===== src/rtl/core/ttu_pkg.sv =====
// ----------------------------------------------------------------------------
// ttu_pkg: shared types and constants for the triangle tangent unit
// Holds the sequencer state type, the field widths and the fixed-point
// constants that the datapath uses.
// ----------------------------------------------------------------------------
`default_nettype none

package ttu_pkg;

  // Default width of a vertex index inside the mesh.
  localparam int unsigned INDEX_BITS_DEF = 16;

  // Width of the index fields on the ports.
  localparam int unsigned IDX_W = 16;

  // Unit length in Q1.14.
  localparam logic [15:0] ONE_Q14 = 16'd16384;

  // Input corner codes.
  localparam logic [1:0] CORNER_0 = 2'd0;
  localparam logic [1:0] CORNER_1 = 2'd1;
  localparam logic [1:0] CORNER_2 = 2'd2;
  // Corner code that the block ignores.
  localparam logic [1:0] CORNER_SKIP = 2'd3;

  // Sequencer states.
  typedef enum logic [3:0] {
    ST_IDLE,
    ST_MUL_LOAD,
    ST_MUL_RUN,
    ST_MUL_ACC,
    ST_MUL_NEXT,
    ST_NORM,
    ST_SQ_LOAD,
    ST_SQ_RUN,
    ST_SQ_ACC,
    ST_SQRT_INIT,
    ST_SQRT,
    ST_DIV_LOAD,
    ST_DIV_RUN,
    ST_DIV_END,
    ST_DONE
  } ttu_state_t;

endpackage : ttu_pkg

`default_nettype wire


===== src/rtl/core/triangle_tangent_unit.sv =====
// ----------------------------------------------------------------------------
// triangle_tangent_unit: per-triangle tangent from positions and UVs
// Collects three corners, forms edges and UV deltas, and produces the
// normalized tangent in Q1.14 together with the three vertex indices.
// ----------------------------------------------------------------------------
`default_nettype none

// Corners 0 and 1 are only held. When compute_enable is set, corner 2 starts
// a sequence that works on one triangle at a time; input stays stalled until
// it finishes. All products pass through one shift-and-add multiplier that
// retires one multiplier bit per cycle (eight products for the determinant
// and the tangent, then three squares). The length comes from a square root
// unit taking two radicand bits per cycle, and each of the three components
// from a restoring divider taking one quotient bit per cycle. Before the
// squares, the components are shifted right one bit per cycle until they fit
// in 31 bits. A zero determinant finishes after the first two products and a
// zero vector after all eight. A finished result waits in the output
// register while new corners are accepted; if that register is still full,
// the sequence waits for it.
module triangle_tangent_unit
  import ttu_pkg::*;
#(
  parameter int unsigned INDEX_BITS = INDEX_BITS_DEF
) (
  input  wire logic         clk,
  input  wire logic         rst_n,
  // Configuration: bit 0 is compute_enable.
  input  wire logic         cfg_valid,
  output logic              cfg_ready,
  input  wire logic         cfg_data,
  // Input corners.
  input  wire logic         in_tvalid,
  output logic              in_tready,
  // tdata: vertex_index[15:0], pos_x[47:16], pos_y[79:48], pos_z[111:80],
  //        tex_u[143:112], tex_v[175:144]
  input  wire logic [175:0] in_tdata,
  // tuser: corner[1:0]
  input  wire logic [1:0]   in_tuser,
  // Results.
  output logic              out_tvalid,
  input  wire logic         out_tready,
  // tdata: index_a[15:0], index_b[31:16], index_c[47:32], tangent_x[63:48],
  //        tangent_y[79:64], tangent_z[95:80]
  output logic [95:0]       out_tdata
);

  // Mask that keeps the meaningful index bits.
  localparam logic [IDX_W-1:0] IDX_MASK =
    (INDEX_BITS >= IDX_W) ? {IDX_W{1'b1}} : IDX_W'((64'd1 << INDEX_BITS) - 64'd1);

  // Difference b - a of two signed 32-bit values.
  function automatic logic [32:0] sdiff(input logic [31:0] a, input logic [31:0] b);
    return {b[31], b} - {a[31], a};
  endfunction

  // Magnitude of a 33-bit signed difference.
  function automatic logic [31:0] smag(input logic [32:0] d);
    logic [32:0] n;
    n = d[32] ? (~d + 33'd1) : d;
    return n[31:0];
  endfunction

  ttu_state_t state_r, state_nxt;

  // Held corners and corner 2.
  logic [31:0]      hpos_r [0:5];
  logic [31:0]      huv_r  [0:3];
  logic [IDX_W-1:0] hidx_r [0:1];
  logic [31:0]      cpos_r [0:2];
  logic [31:0]      cuv_r  [0:1];
  logic [IDX_W-1:0] cidx_r;
  logic             enable_r;

  // Datapath registers.
  logic [2:0]  job_r;
  logic [5:0]  bitcnt_r;
  logic [1:0]  comp_r;
  logic [31:0] mcand_r;
  logic [63:0] prod_r;
  logic        psign_r;
  logic [65:0] acc_r;
  logic        det_neg_r;
  logic [64:0] cmag_r [0:2];
  logic        cneg_r [0:2];
  logic [63:0] sum_r;
  logic [63:0] sq_v_r, sq_res_r, sq_bit_r;
  logic [45:0] dq_r;
  logic [32:0] rem_r;
  logic [15:0] tan_r [0:2];
  logic        out_valid_r;
  logic [95:0] out_data_r;

  logic [31:0] field_pos [0:2];
  logic [31:0] field_uv  [0:1];
  logic [1:0]  corner;
  logic        in_fire;

  // Slot of a held corner in the position and UV stores.
  logic [2:0]  wpos;
  logic [1:0]  wuv;

  assign corner       = in_tuser;
  assign field_pos[0] = in_tdata[47:16];
  assign field_pos[1] = in_tdata[79:48];
  assign field_pos[2] = in_tdata[111:80];
  assign field_uv[0]  = in_tdata[143:112];
  assign field_uv[1]  = in_tdata[175:144];
  assign wpos         = corner[0] ? 3'd3 : 3'd0;
  assign wuv          = {corner[0], 1'b0};

  assign cfg_ready  = 1'b1;
  assign in_tready  = (state_r == ST_IDLE);
  assign in_fire    = in_tvalid && in_tready;
  assign out_tvalid = out_valid_r;
  assign out_tdata  = out_data_r;

  // Operand selection for the current product.
  logic [1:0]  lane;
  logic [2:0]  lane_lo, lane_hi;
  logic [31:0] da_a, da_b, db_a, db_b;
  logic [32:0] diff_a, diff_b;

  assign lane    = job_r[2:1] - 2'd1;
  assign lane_lo = {1'b0, lane};
  assign lane_hi = lane_lo + 3'd3;

  always_comb begin
    da_a = huv_r[1];
    da_b = cuv_r[1];
    db_a = hpos_r[lane_lo];
    db_b = hpos_r[lane_hi];
    case (job_r)
      3'd0: begin
        da_a = huv_r[0];
        da_b = huv_r[2];
        db_a = huv_r[1];
        db_b = cuv_r[1];
      end
      3'd1: begin
        da_a = huv_r[1];
        da_b = huv_r[3];
        db_a = huv_r[0];
        db_b = cuv_r[0];
      end
      default: begin
        if (job_r[0]) begin
          da_a = huv_r[1];
          da_b = huv_r[3];
          db_b = cpos_r[lane];
        end
      end
    endcase
  end

  assign diff_a = sdiff(da_a, da_b);
  assign diff_b = sdiff(db_a, db_b);

  // Shared helpers for the sequence.
  logic [32:0] mul_sum;
  logic [65:0] prod_signed;
  logic [64:0] comp_or;
  logic [63:0] sq_trial;
  logic [31:0] len;
  logic [32:0] div_sh;
  logic        div_ge;
  logic [15:0] q_clamp;

  assign mul_sum     = {1'b0, prod_r[63:32]} + (prod_r[0] ? {1'b0, mcand_r} : 33'd0);
  assign prod_signed = psign_r ? (~{2'b00, prod_r} + 66'd1) : {2'b00, prod_r};
  assign comp_or     = cmag_r[0] | cmag_r[1] | cmag_r[2];
  assign sq_trial    = sq_res_r + sq_bit_r;
  assign len         = sq_res_r[31:0];
  assign div_sh      = {rem_r[31:0], dq_r[45]};
  assign div_ge      = div_sh >= {1'b0, len};
  assign q_clamp     = (dq_r > 46'(ONE_Q14)) ? ONE_Q14 : dq_r[15:0];

  // Next state.
  always_comb begin
    state_nxt = state_r;
    unique case (state_r)
      ST_IDLE: begin
        if (in_fire && corner == CORNER_2 && enable_r) state_nxt = ST_MUL_LOAD;
      end
      ST_MUL_LOAD: state_nxt = ST_MUL_RUN;
      ST_MUL_RUN: begin
        if (bitcnt_r == 6'd31) state_nxt = ST_MUL_ACC;
      end
      ST_MUL_ACC: state_nxt = ST_MUL_NEXT;
      ST_MUL_NEXT: begin
        if (job_r == 3'd1 && acc_r == '0) state_nxt = ST_DONE;
        else if (job_r == 3'd7) state_nxt = ST_NORM;
        else state_nxt = ST_MUL_LOAD;
      end
      ST_NORM: begin
        if (comp_or == '0) state_nxt = ST_DONE;
        else if (comp_or[64:31] == '0) state_nxt = ST_SQ_LOAD;
      end
      ST_SQ_LOAD: state_nxt = ST_SQ_RUN;
      ST_SQ_RUN: begin
        if (bitcnt_r == 6'd31) state_nxt = ST_SQ_ACC;
      end
      ST_SQ_ACC: state_nxt = (comp_r == 2'd2) ? ST_SQRT_INIT : ST_SQ_LOAD;
      ST_SQRT_INIT: state_nxt = ST_SQRT;
      ST_SQRT: begin
        if (sq_bit_r == 64'd1) state_nxt = ST_DIV_LOAD;
      end
      ST_DIV_LOAD: state_nxt = ST_DIV_RUN;
      ST_DIV_RUN: begin
        if (bitcnt_r == 6'd45) state_nxt = ST_DIV_END;
      end
      ST_DIV_END: state_nxt = (comp_r == 2'd2) ? ST_DONE : ST_DIV_LOAD;
      ST_DONE: begin
        if (!out_valid_r || out_tready) state_nxt = ST_IDLE;
      end
      default: state_nxt = ST_IDLE;
    endcase
  end

  // State register.
  always_ff @(posedge clk) begin
    if (!rst_n) state_r <= ST_IDLE;
    else state_r <= state_nxt;
  end

  // Configuration and held corners.
  always_ff @(posedge clk) begin
    if (!rst_n) begin
      enable_r <= 1'b1;
      for (int i = 0; i < 6; i++) hpos_r[i] <= '0;
      for (int i = 0; i < 4; i++) huv_r[i] <= '0;
      hidx_r[0] <= '0;
      hidx_r[1] <= '0;
    end else begin
      if (cfg_valid) enable_r <= cfg_data;
      if (in_fire && (corner == CORNER_0 || corner == CORNER_1)) begin
        for (int i = 0; i < 3; i++) hpos_r[wpos + 3'(i)] <= field_pos[i];
        huv_r[wuv]          <= field_uv[0];
        huv_r[wuv | 2'd1]   <= field_uv[1];
        hidx_r[corner[0]]   <= in_tdata[15:0] & IDX_MASK;
      end
    end
  end

  // Output register; a transaction leaves it free for the next result.
  always_ff @(posedge clk) begin
    if (!rst_n) begin
      out_valid_r <= 1'b0;
    end else if (state_r == ST_DONE && (!out_valid_r || out_tready)) begin
      out_valid_r <= 1'b1;
    end else if (out_tready) begin
      out_valid_r <= 1'b0;
    end
  end

  always_ff @(posedge clk) begin
    if (state_r == ST_DONE && (!out_valid_r || out_tready)) begin
      out_data_r <= {tan_r[2], tan_r[1], tan_r[0], cidx_r, hidx_r[1], hidx_r[0]};
    end
  end

  // Arithmetic sequence.
  always_ff @(posedge clk) begin
    case (state_r)
      ST_IDLE: begin
        if (in_fire && corner == CORNER_2) begin
          for (int i = 0; i < 3; i++) cpos_r[i] <= field_pos[i];
          cuv_r[0] <= field_uv[0];
          cuv_r[1] <= field_uv[1];
          cidx_r   <= in_tdata[15:0] & IDX_MASK;
          job_r    <= 3'd0;
          for (int i = 0; i < 3; i++) tan_r[i] <= '0;
        end
      end
      ST_MUL_LOAD: begin
        mcand_r  <= smag(diff_a);
        prod_r   <= {32'd0, smag(diff_b)};
        psign_r  <= diff_a[32] ^ diff_b[32];
        bitcnt_r <= '0;
      end
      ST_MUL_RUN, ST_SQ_RUN: begin
        prod_r   <= {mul_sum, prod_r[31:1]};
        bitcnt_r <= bitcnt_r + 6'd1;
      end
      ST_MUL_ACC: begin
        acc_r <= job_r[0] ? (acc_r - prod_signed) : prod_signed;
      end
      ST_MUL_NEXT: begin
        if (job_r == 3'd1) det_neg_r <= acc_r[65];
        if (job_r[0] && job_r != 3'd1) begin
          cmag_r[lane] <= acc_r[65] ? 65'(~acc_r + 66'd1) : acc_r[64:0];
          cneg_r[lane] <= acc_r[65] ^ det_neg_r;
        end
        job_r  <= job_r + 3'd1;
        comp_r <= '0;
        sum_r  <= '0;
      end
      ST_NORM: begin
        if (comp_or[64:31] != '0) begin
          for (int i = 0; i < 3; i++) cmag_r[i] <= cmag_r[i] >> 1;
        end
      end
      ST_SQ_LOAD: begin
        mcand_r  <= {1'b0, cmag_r[comp_r][30:0]};
        prod_r   <= {33'd0, cmag_r[comp_r][30:0]};
        bitcnt_r <= '0;
      end
      ST_SQ_ACC: begin
        sum_r  <= sum_r + prod_r;
        comp_r <= comp_r + 2'd1;
      end
      ST_SQRT_INIT: begin
        sq_v_r   <= sum_r;
        sq_res_r <= '0;
        sq_bit_r <= 64'd1 << 62;
        comp_r   <= '0;
      end
      ST_SQRT: begin
        if (sq_v_r >= sq_trial) begin
          sq_v_r   <= sq_v_r - sq_trial;
          sq_res_r <= (sq_res_r >> 1) + sq_bit_r;
        end else begin
          sq_res_r <= sq_res_r >> 1;
        end
        sq_bit_r <= sq_bit_r >> 2;
      end
      ST_DIV_LOAD: begin
        dq_r     <= {1'b0, cmag_r[comp_r][30:0], 14'd0} + {15'd0, len[31:1]};
        rem_r    <= '0;
        bitcnt_r <= '0;
      end
      ST_DIV_RUN: begin
        rem_r    <= div_ge ? (div_sh - {1'b0, len}) : div_sh;
        dq_r     <= {dq_r[44:0], div_ge};
        bitcnt_r <= bitcnt_r + 6'd1;
      end
      ST_DIV_END: begin
        tan_r[comp_r] <= cneg_r[comp_r] ? (~q_clamp + 16'd1) : q_clamp;
        comp_r        <= comp_r + 2'd1;
      end
      default: begin
      end
    endcase
  end

endmodule : triangle_tangent_unit

`default_nettype wire

===== config.mk =====
export PLATFORM = sky130hd
export DESIGN_NAME = triangle_tangent_unit
export DESIGN_NICKNAME = d
export VERILOG_FILES = /design/src/rtl/core/ttu_pkg.sv /design/src/rtl/core/triangle_tangent_unit.sv
export SDC_FILE = /design/constraint.sdc
export NUM_CORES = 2
export LEC_CHECK = 0
export BUFFER_PORTS_ARGS = -buffer_cell sky130_fd_sc_hd__buf_4
export CAP_MARGIN = 20
export CELL_PAD_IN_SITES_DETAIL_PLACEMENT = 0
export CELL_PAD_IN_SITES_GLOBAL_PLACEMENT = 1
export CORE_ASPECT_RATIO = 0.7
export CORE_MARGIN = 3
export CORE_UTILIZATION = 45
export CTS_CLUSTER_SIZE = 14
export DETAILED_ROUTE_END_ITERATION = 10
export GPL_TIMING_DRIVEN = 0
export PLACE_DENSITY = 0.83
export SETUP_SLACK_MARGIN = 0.3
export SLEW_MARGIN = 20
export SYNTH_ARGS = -nofsm -noshare
export SYNTH_HDL_FRONTEND = slang
export SYNTH_SLANG_ARGS = --single-unit

===== constraint.sdc =====
create_clock -name clk -period 9.4 [get_ports clk]
set_input_delay 0.47 -clock clk [delete_from_list [all_inputs] [get_ports clk]]
set_output_delay 0.47 -clock clk [all_outputs]
set_load 0.01 [all_outputs]

* After elaboration in Yosys (flattened, before gate mapping)
Memory sizes are Yosys's and may differ from the RTL's. A register that Yosys moved wholly into a read port is not among the register bits. Index checks and enable logic that the tools add are counted.
Word-level totals: register bits 627, memory bits (writable) 758, output and inout port bits 99, logic and storage cells 223, memories kept 8
Operators by class: $add $sub $neg 22, order comparisons 3, equality and inequality tests 32, muxes and demuxes 86, bitwise gates (word level) 9, reductions and logical operators 44
Memory list:
- cmag_r | words 3, bits a word 65, rd ports 4, clocked after Yosys merged registers in 1, write ports 3, RTL line triangle_tangent_unit.sv:83 | logic [64:0] cmag_r [0:2];
- hpos_r | words 6, bits a word 32, rd ports 2, clocked after Yosys merged registers in 0, write ports 6, RTL line triangle_tangent_unit.sv:66 | logic [31:0] hpos_r [0:5];
- huv_r | words 4, bits a word 32, rd ports 4, clocked after Yosys merged registers in 0, write ports 4, RTL line triangle_tangent_unit.sv:67 | logic [31:0] huv_r [0:3];
- cpos_r | words 3, bits a word 32, rd ports 1, clocked after Yosys merged registers in 0, write ports 3, RTL line triangle_tangent_unit.sv:69 | logic [31:0] cpos_r [0:2];
- cuv_r | words 2, bits a word 32, rd ports 2, clocked after Yosys merged registers in 0, write ports 2, RTL line triangle_tangent_unit.sv:70 | logic [31:0] cuv_r [0:1];
- tan_r | words 3, bits a word 16, rd ports 3, clocked after Yosys merged registers in 3, write ports 3, RTL line triangle_tangent_unit.sv:89 | logic [15:0] tan_r [0:2];
- 2 more memories
Operator list (count):
- 64-bit one-hot mux with 2 select lines | 4
- 32-bit 2-to-1 mux | 12
- 32-bit one-hot mux with 2 select lines | 5
- 64-bit one-hot mux with 3 select lines | 1
- 32-bit OR reduction | 5
- 66-bit 2-to-1 mux | 2
- 65-bit 2-to-1 mux | 2
- 65-bit OR | 2
- 64-bit adder | 2
- 64-bit 2-to-1 mux | 2
- 46-bit one-hot mux with 2 select lines | 1
- 66-bit by 1-bit adder with 66-bit output (second input constant) | 1
- 66-bit logical NOT | 1
- 64-bit inverter with 66-bit output | 1
- 32-bit by 32-bit subtractor with 33-bit output | 2
- 66-bit subtractor | 1
- 65-bit by 1-bit adder with 65-bit output (second input constant) | 1
- 65-bit logical NOT | 1
- 65-bit inverter | 1
- 65-bit OR reduction | 1
- 32-bit by 1-bit adder with 32-bit output (second input constant) | 2
- 63-bit by 64-bit adder with 64-bit output | 1
- 64-bit by 1-bit equality test with 1-bit output (second input constant) | 1
- 64-bit >= comparator | 1
- other kinds (54) | 143

* Depth between registers and ports, before layout
An unclocked memory read counts as a cell.
depth in word-level cells 10, gate-level depth with buffers 28, mapped depth without buffers 27

* Worst setup path before layout
OpenSTA, ideal clock, no wires.
path kind flip-flop to flip-flop, from reg sq_res_r[2], to reg sq_v_r[0], enable pin, setup time 0.507 ns, data arrival time 8.020 ns, data required time 8.893 ns, setup slack 0.873 ns, stages on the path, launching flop included 23, cells stage by stage edfxtp_1 > ha_1 > a31o_2 > a31oi_1 > o21ai_0 > a21oi_1 > o221ai_1 > a21o_1 > a41o_1 > a21oi_1 > o21bai_1 > a31oi_1 > o21bai_1 > xnor2_1 > ha_1 > and2_0 > nand3_1 > o21ai_0 > o2111ai_1 > o21ai_1 > clkbuf_1 > nand2b_1 > a21oi_1
On the way: cells in the longest elaborated chain, start to end 4
Ends and longest elaborated chain:
- start: declaration | RTL line triangle_tangent_unit.sv:86 | logic [63:0] sq_v_r, sq_res_r, sq_bit_r;
- start signal: assignment | RTL line triangle_tangent_unit.sv:320 | sq_res_r <= (sq_res_r >> 1) + sq_bit_r;
- start signal: assignment | RTL line triangle_tangent_unit.sv:322 | sq_res_r <= sq_res_r >> 1;
- 64-bit adder | RTL line triangle_tangent_unit.sv:171 | assign sq_trial = sq_res_r + sq_bit_r;
- 64-bit >= comparator | RTL line triangle_tangent_unit.sv:318 | if (sq_v_r >= sq_trial) begin
- 2-bit != test (no source line)
- 2-bit AND reduction (no source line)
- end signal: assignment | RTL line triangle_tangent_unit.sv:312 | sq_v_r <= sum_r;
- end signal: assignment | RTL line triangle_tangent_unit.sv:319 | sq_v_r <= sq_v_r - sq_trial;
- end: declaration | RTL line triangle_tangent_unit.sv:86
No other way between the ends. A chain may end at the register's enable or synchronous reset.

* Worst setup path in the final report
from reg job_r[0], to reg mcand_r[10], data pin
On the way: cells in the longest elaborated chain, start to end 7, elaborated cells between the ends (all ways) 10
Ends and longest elaborated chain:
- start: declaration | RTL line triangle_tangent_unit.sv:75 | logic [2:0] job_r;
- start signal: assignment | RTL line triangle_tangent_unit.sv:293 | job_r <= job_r + 3'd1;
- 3-bit by 1-bit equality test with 1-bit output (tied with other cells) | RTL line triangle_tangent_unit.sv:132 | case (job_r)
- 32-bit one-hot mux with 2 select lines / 32-bit 2-to-1 mux (equally long branches)
- 32-bit by 32-bit subtractor with 33-bit output * | RTL line triangle_tangent_unit.sv:53 | return {b[31], b} - {a[31], a};
- 32-bit inverter | RTL line triangle_tangent_unit.sv:59 | n = d[32] ? (~d + 33'd1) : d;
- 32-bit by 1-bit adder with 32-bit output | RTL line triangle_tangent_unit.sv:59
- 32-bit 2-to-1 mux * | RTL line triangle_tangent_unit.sv:59
- 32-bit one-hot mux with 2 select lines * | RTL line triangle_tangent_unit.sv:263 | case (state_r)
- end signal: assignment | RTL line triangle_tangent_unit.sv:275 | mcand_r <= smag(diff_a);
- end signal: assignment | RTL line triangle_tangent_unit.sv:303 | mcand_r <= {1'b0, cmag_r[comp_r][30:0]};
- end: declaration | RTL line triangle_tangent_unit.sv:78 | logic [31:0] mcand_r;
Mark *: on every way between the ends. The rest lies on a longest branch, timed or not.

==> qor.log <==
[clock_network] clock transition at the registers of the reported paths 0.06 ns
[clock_network] CTS buffer count 156
[global_route] vias in the first global route 67,700
[power] total leakage power 37.6 nW
[sta] time the worst path needs with I/O delays and setup 9.02 ns
[sta] final clock period utilization by the worst path 95.9%
[sta] setup violators final 0
[run_status] status finished, final reports clean
[logic_synthesis] fraction of the yosys area taken by sequential cells 50.0%
[place] detailed placer's ending HPWL 241,000 µm
[sta] Slew @ Worst Pin 1.27 ns
[place] number of buffers added on ports 281
[cells_and_area] non-filler instance count after layout 11,600
[logic_synthesis] Distinct cells, synth 96
[clock_network] clock tree buffer depth 4
[cells_and_area] Filler Cell Count 16,700
[clock_network] clock insertion delay at the later pin of the skew report 0.83 ns
[job] maxcap violations 0
[floorplanning] die extent in y 374 µm
[worst_setup_path] category of the worst setup path launch point register
[clock_network] cell at the root of the clock tree clkbuf_16
[sta] fmax 0.111 GHz
[power] ratio of total power to cell area 357 nW/µm²
[global_route] global-route wire length before repair 453,000 µm
[logic_synthesis] post-synthesis average cell area 10.6 µm²
[clock_network] CTS tree done
[worst_setup_path] Crit Path Max Fanout 10
[floorplanning] die footprint 199,000 µm²
[detailed_routing] initial detailed-routing violation count 11,100
[logic_synthesis] #FFs+latches synth 1,450
[logic_synthesis] Post-synth EDFFs 1,439
[place] placed cell count 11,200
[detailed_routing] final wirelength 312,000 µm
[worst_hold_path] path class of the lowest-slack min-delay path in2reg
[sta] worst clock skew 0.0758 ns
[detailed_routing] Via density 6.25
[floorplanning] number of placed I/O pins 283
[floorplanning] effective utilization at floorplan 45.4%
[detailed_routing] antenna-violating nets left 0
[clock_network] total number of clock tree sinks 1,450
[sta] setup repair after global routing missed its margin yes
[detailed_routing] total via count in the routed design 72,800
[global_route] Remaining Overflow, GRT 0
[global_route] number of antenna violations at the first check in global routing 27
[logic_synthesis] synthesized cell area 86,900 µm²
[clock_network] count of H-tree levels built during CTS 4
[logic_synthesis] Synth async-reset ratio 0%
[detailed_routing] DRC Markers 0
[worst_setup_path] data required time at the worst endpoint 9.90 ns
[detailed_routing] number of optimization iterations in the first detailed-route pass 9
[logic_synthesis] YS warnings 0
[cells_and_area] synthesis-to-layout area growth 15.1%
[worst_setup_path] Worst Path Class, Setup reg2reg
[floorplanning] Core Region 191,000 µm²
[sta] max_slew headroom 15.4%
[sta] sum of negative setup slack 0 ns
[worst_setup_path] element type at the critical path end register
[sta] max-slew violation total from the final report 0
[global_route] pin count of the biggest net entering global routing 96
[floorplanning] width of the chip 531 µm
[floorplanning] Core Rows 134
[logic_synthesis] primary flip-flop cell chosen by synthesis mapping edfxtp_1
[power] worst voltage drop across the vdd grid 239 µV
[place] routability-driven placement congestion ratio 0.985
[global_route] overall fraction of global-route tracks in use 30.5%
[sta] Final Hold Viols 0
[cells_and_area] nets 9,535
[cells_and_area] fraction of layout cells with a size suffix above 1 8.67%
[cells_and_area] footprint of the multi-input gates 41,500 µm²
[detailed_routing] Routed WL per cell 26.9 µm
[worst_setup_path] arrival time reported for the critical path endpoint 9.51 ns
[cells_and_area] sequential cell area in the final layout 43,400 µm²
[logic_synthesis] number of instances in the synthesized netlist 8,206
registers in the layout, summed over array words and instances, names as in the netlist, 46 cells and up, named ones only:
register	cells
huv_r	128
sq_v_r	64
cpos_r	96
sq_res_r	64
sum_r	64
acc_r	66
tan_r	48
out_tdata	96
prod_r	64
cmag_r	226
cuv_r	64
dq_r	46
hpos_r	256
area by class of cell:
type	instances	share of cell area, %
plain buffers	406	1.59
diodes	18	0.0450
inverters	227	0.862
well taps	2584	3.23
repair buffers	495	4.62
multi-input cells	6186	41.5
clock buffers	198	4.10
flip-flops and latches	1450	43.4
clock inverters	68	0.645
report_power, final:
part | total, W | switching, W | internal (W)
registers | 0.00979 | 0.00111 | 0.00868
logic | 0.0199 | 0.0128 | 0.00710
clock network | 0.00607 | 0.00266 | 0.00341
kinds of logic (layout without fill, tap and decap cells):
group / after synthesis / after routing / share of synthesized area, %
and+or+nand+nor: 2628 / 2628 / 14.8
AOI/OAI and AO/OA: 2233 / 2233 / 16.1
DFF: 1450 / 1450 / 50.0
buffers and inverters: 633 / 1394 / 2.75
xor gates and xnor gates: 600 / 600 / 6.06
adders and majority gates: 429 / 429 / 6.25
muxes: 231 / 231 / 4.04
other: 2 / 83 / 0.00864
cells in the mapped netlist (all sizes together), types with 36 or more instances:
master,n,area [µm²]
nand4,84,526
xnor2,265,2330
o21ai,696,3480
mux2i,113,1130
nor2,632,2370
a21o,217,1630
mux4,93,2090
nor4,87,557
and2,308,1930
nor3,97,502
nand2,765,2870
a211oi,93,698
inv,227,852
nand3,134,671
ha,421,5270
edfxtp,1439,43200
clkbuf,374,1400
o211ai,49,368
o21bai,66,495
nor2b,68,425
a31oi,106,663
nand2b,77,482
o31ai,72,551
and3,199,1240
xor2,335,2930
a21oi,551,2760
o21a,43,323
or3,66,433
a22oi,36,270
layout by cell type (no fill, tap or decap), drive strengths merged, types with 113 or more instances in the layout:
master and n:
inv 232, o21ai 696, clkbuf 574, buf 346
edfxtp 1439, and3 199, and2 308, xor2 335
dlygate4sd3 178, xnor2 265, a21o 217, ha 421
nor2 632, nand2 765, nand3 134, mux2i 113
a21oi 551
metrics by stage:
step           util, %  total power, W  hold slack [ns]  worst slack (ns)  cell area (µm²)
6_report          52.3          0.0357            0.302             0.383           100000
5_1_grt           52.3          0.0376            0.283             0.178           100000
4_1_cts           52.2          0.0350            0.283             0.332            99900
3_5_place_dp      48.8          0.0288            0.405            -0.785            93400
3_3_place_gp      48.3          0.0286            0.401             -3.59            92500
2_1_floorplan        -          0.0226            0.400             0.873            87100
final timing paths:
path | startpoint | end | slack [ns] | depth (start not counted)
min reg2reg | tan_r[0][15]$_SDFFCE_PN0P_ | out_tdata[63]$_DFFE_PP_ | 0.41 | 0
max reg2reg | job_r[0]$_SDFFCE_PN0P_ | mcand_r[10]$_DFFE_PP_ | 0.38 | 24
max | job_r[0]$_SDFFCE_PN0P_ | mcand_r[10]$_DFFE_PP_ | 0.38 | 24
min | out_tready | out_tvalid$_SDFFE_PN0P_ | 0.30 | 3
layer usage:
metal | up-vias | share of wire [%] | global-route usage (%) | wire [µm]
met4 | 4 | 2.4 | 7.23 | 7590
met3 | 502 | 14 | 9.62 | 43600
met5 | - | 0.0083 | 0 | 26
met1 | 35600 | 44 | 47.4 | 138000
met2 | 4447 | 39 | 40.5 | 123000
li1 | 32200 | - | - | -
critical path, stage by stage, from the launching register on:
cell,delay [ns]
edfxtp_1,0.43
clkbuf_1,0.35
inv_2,0.39
clkbuf_2,0.43
clkbuf_2,0.39
ha_1,0.24
nor2b_1,0.49
o21ai_1,0.36
clkbuf_2,0.37
a222oi_1,0.62
ha_1,0.30
fa_1,0.23
nor2b_1,0.07
o31a_1,0.31
o32a_1,0.50
a21oi_1,0.48
o41ai_4,0.20
a21oi_2,0.44
a21oi_1,0.18
and2_1,0.23
a31oi_4,0.46
buf_1,0.53
o31ai_1,0.18
xnor2_1,0.31
a21oi_1,0.12
what timing repair did:
item                                    CTS  global route
buffers inserted                          0             0
hold endpoints to repair                586             0
gates resized for setup                  12            37
endpoints found under the setup margin   63           120
pin swaps                                 0             0
hold buffers                            178             0
No activity file was read; power rests on OpenSTA's default activity.
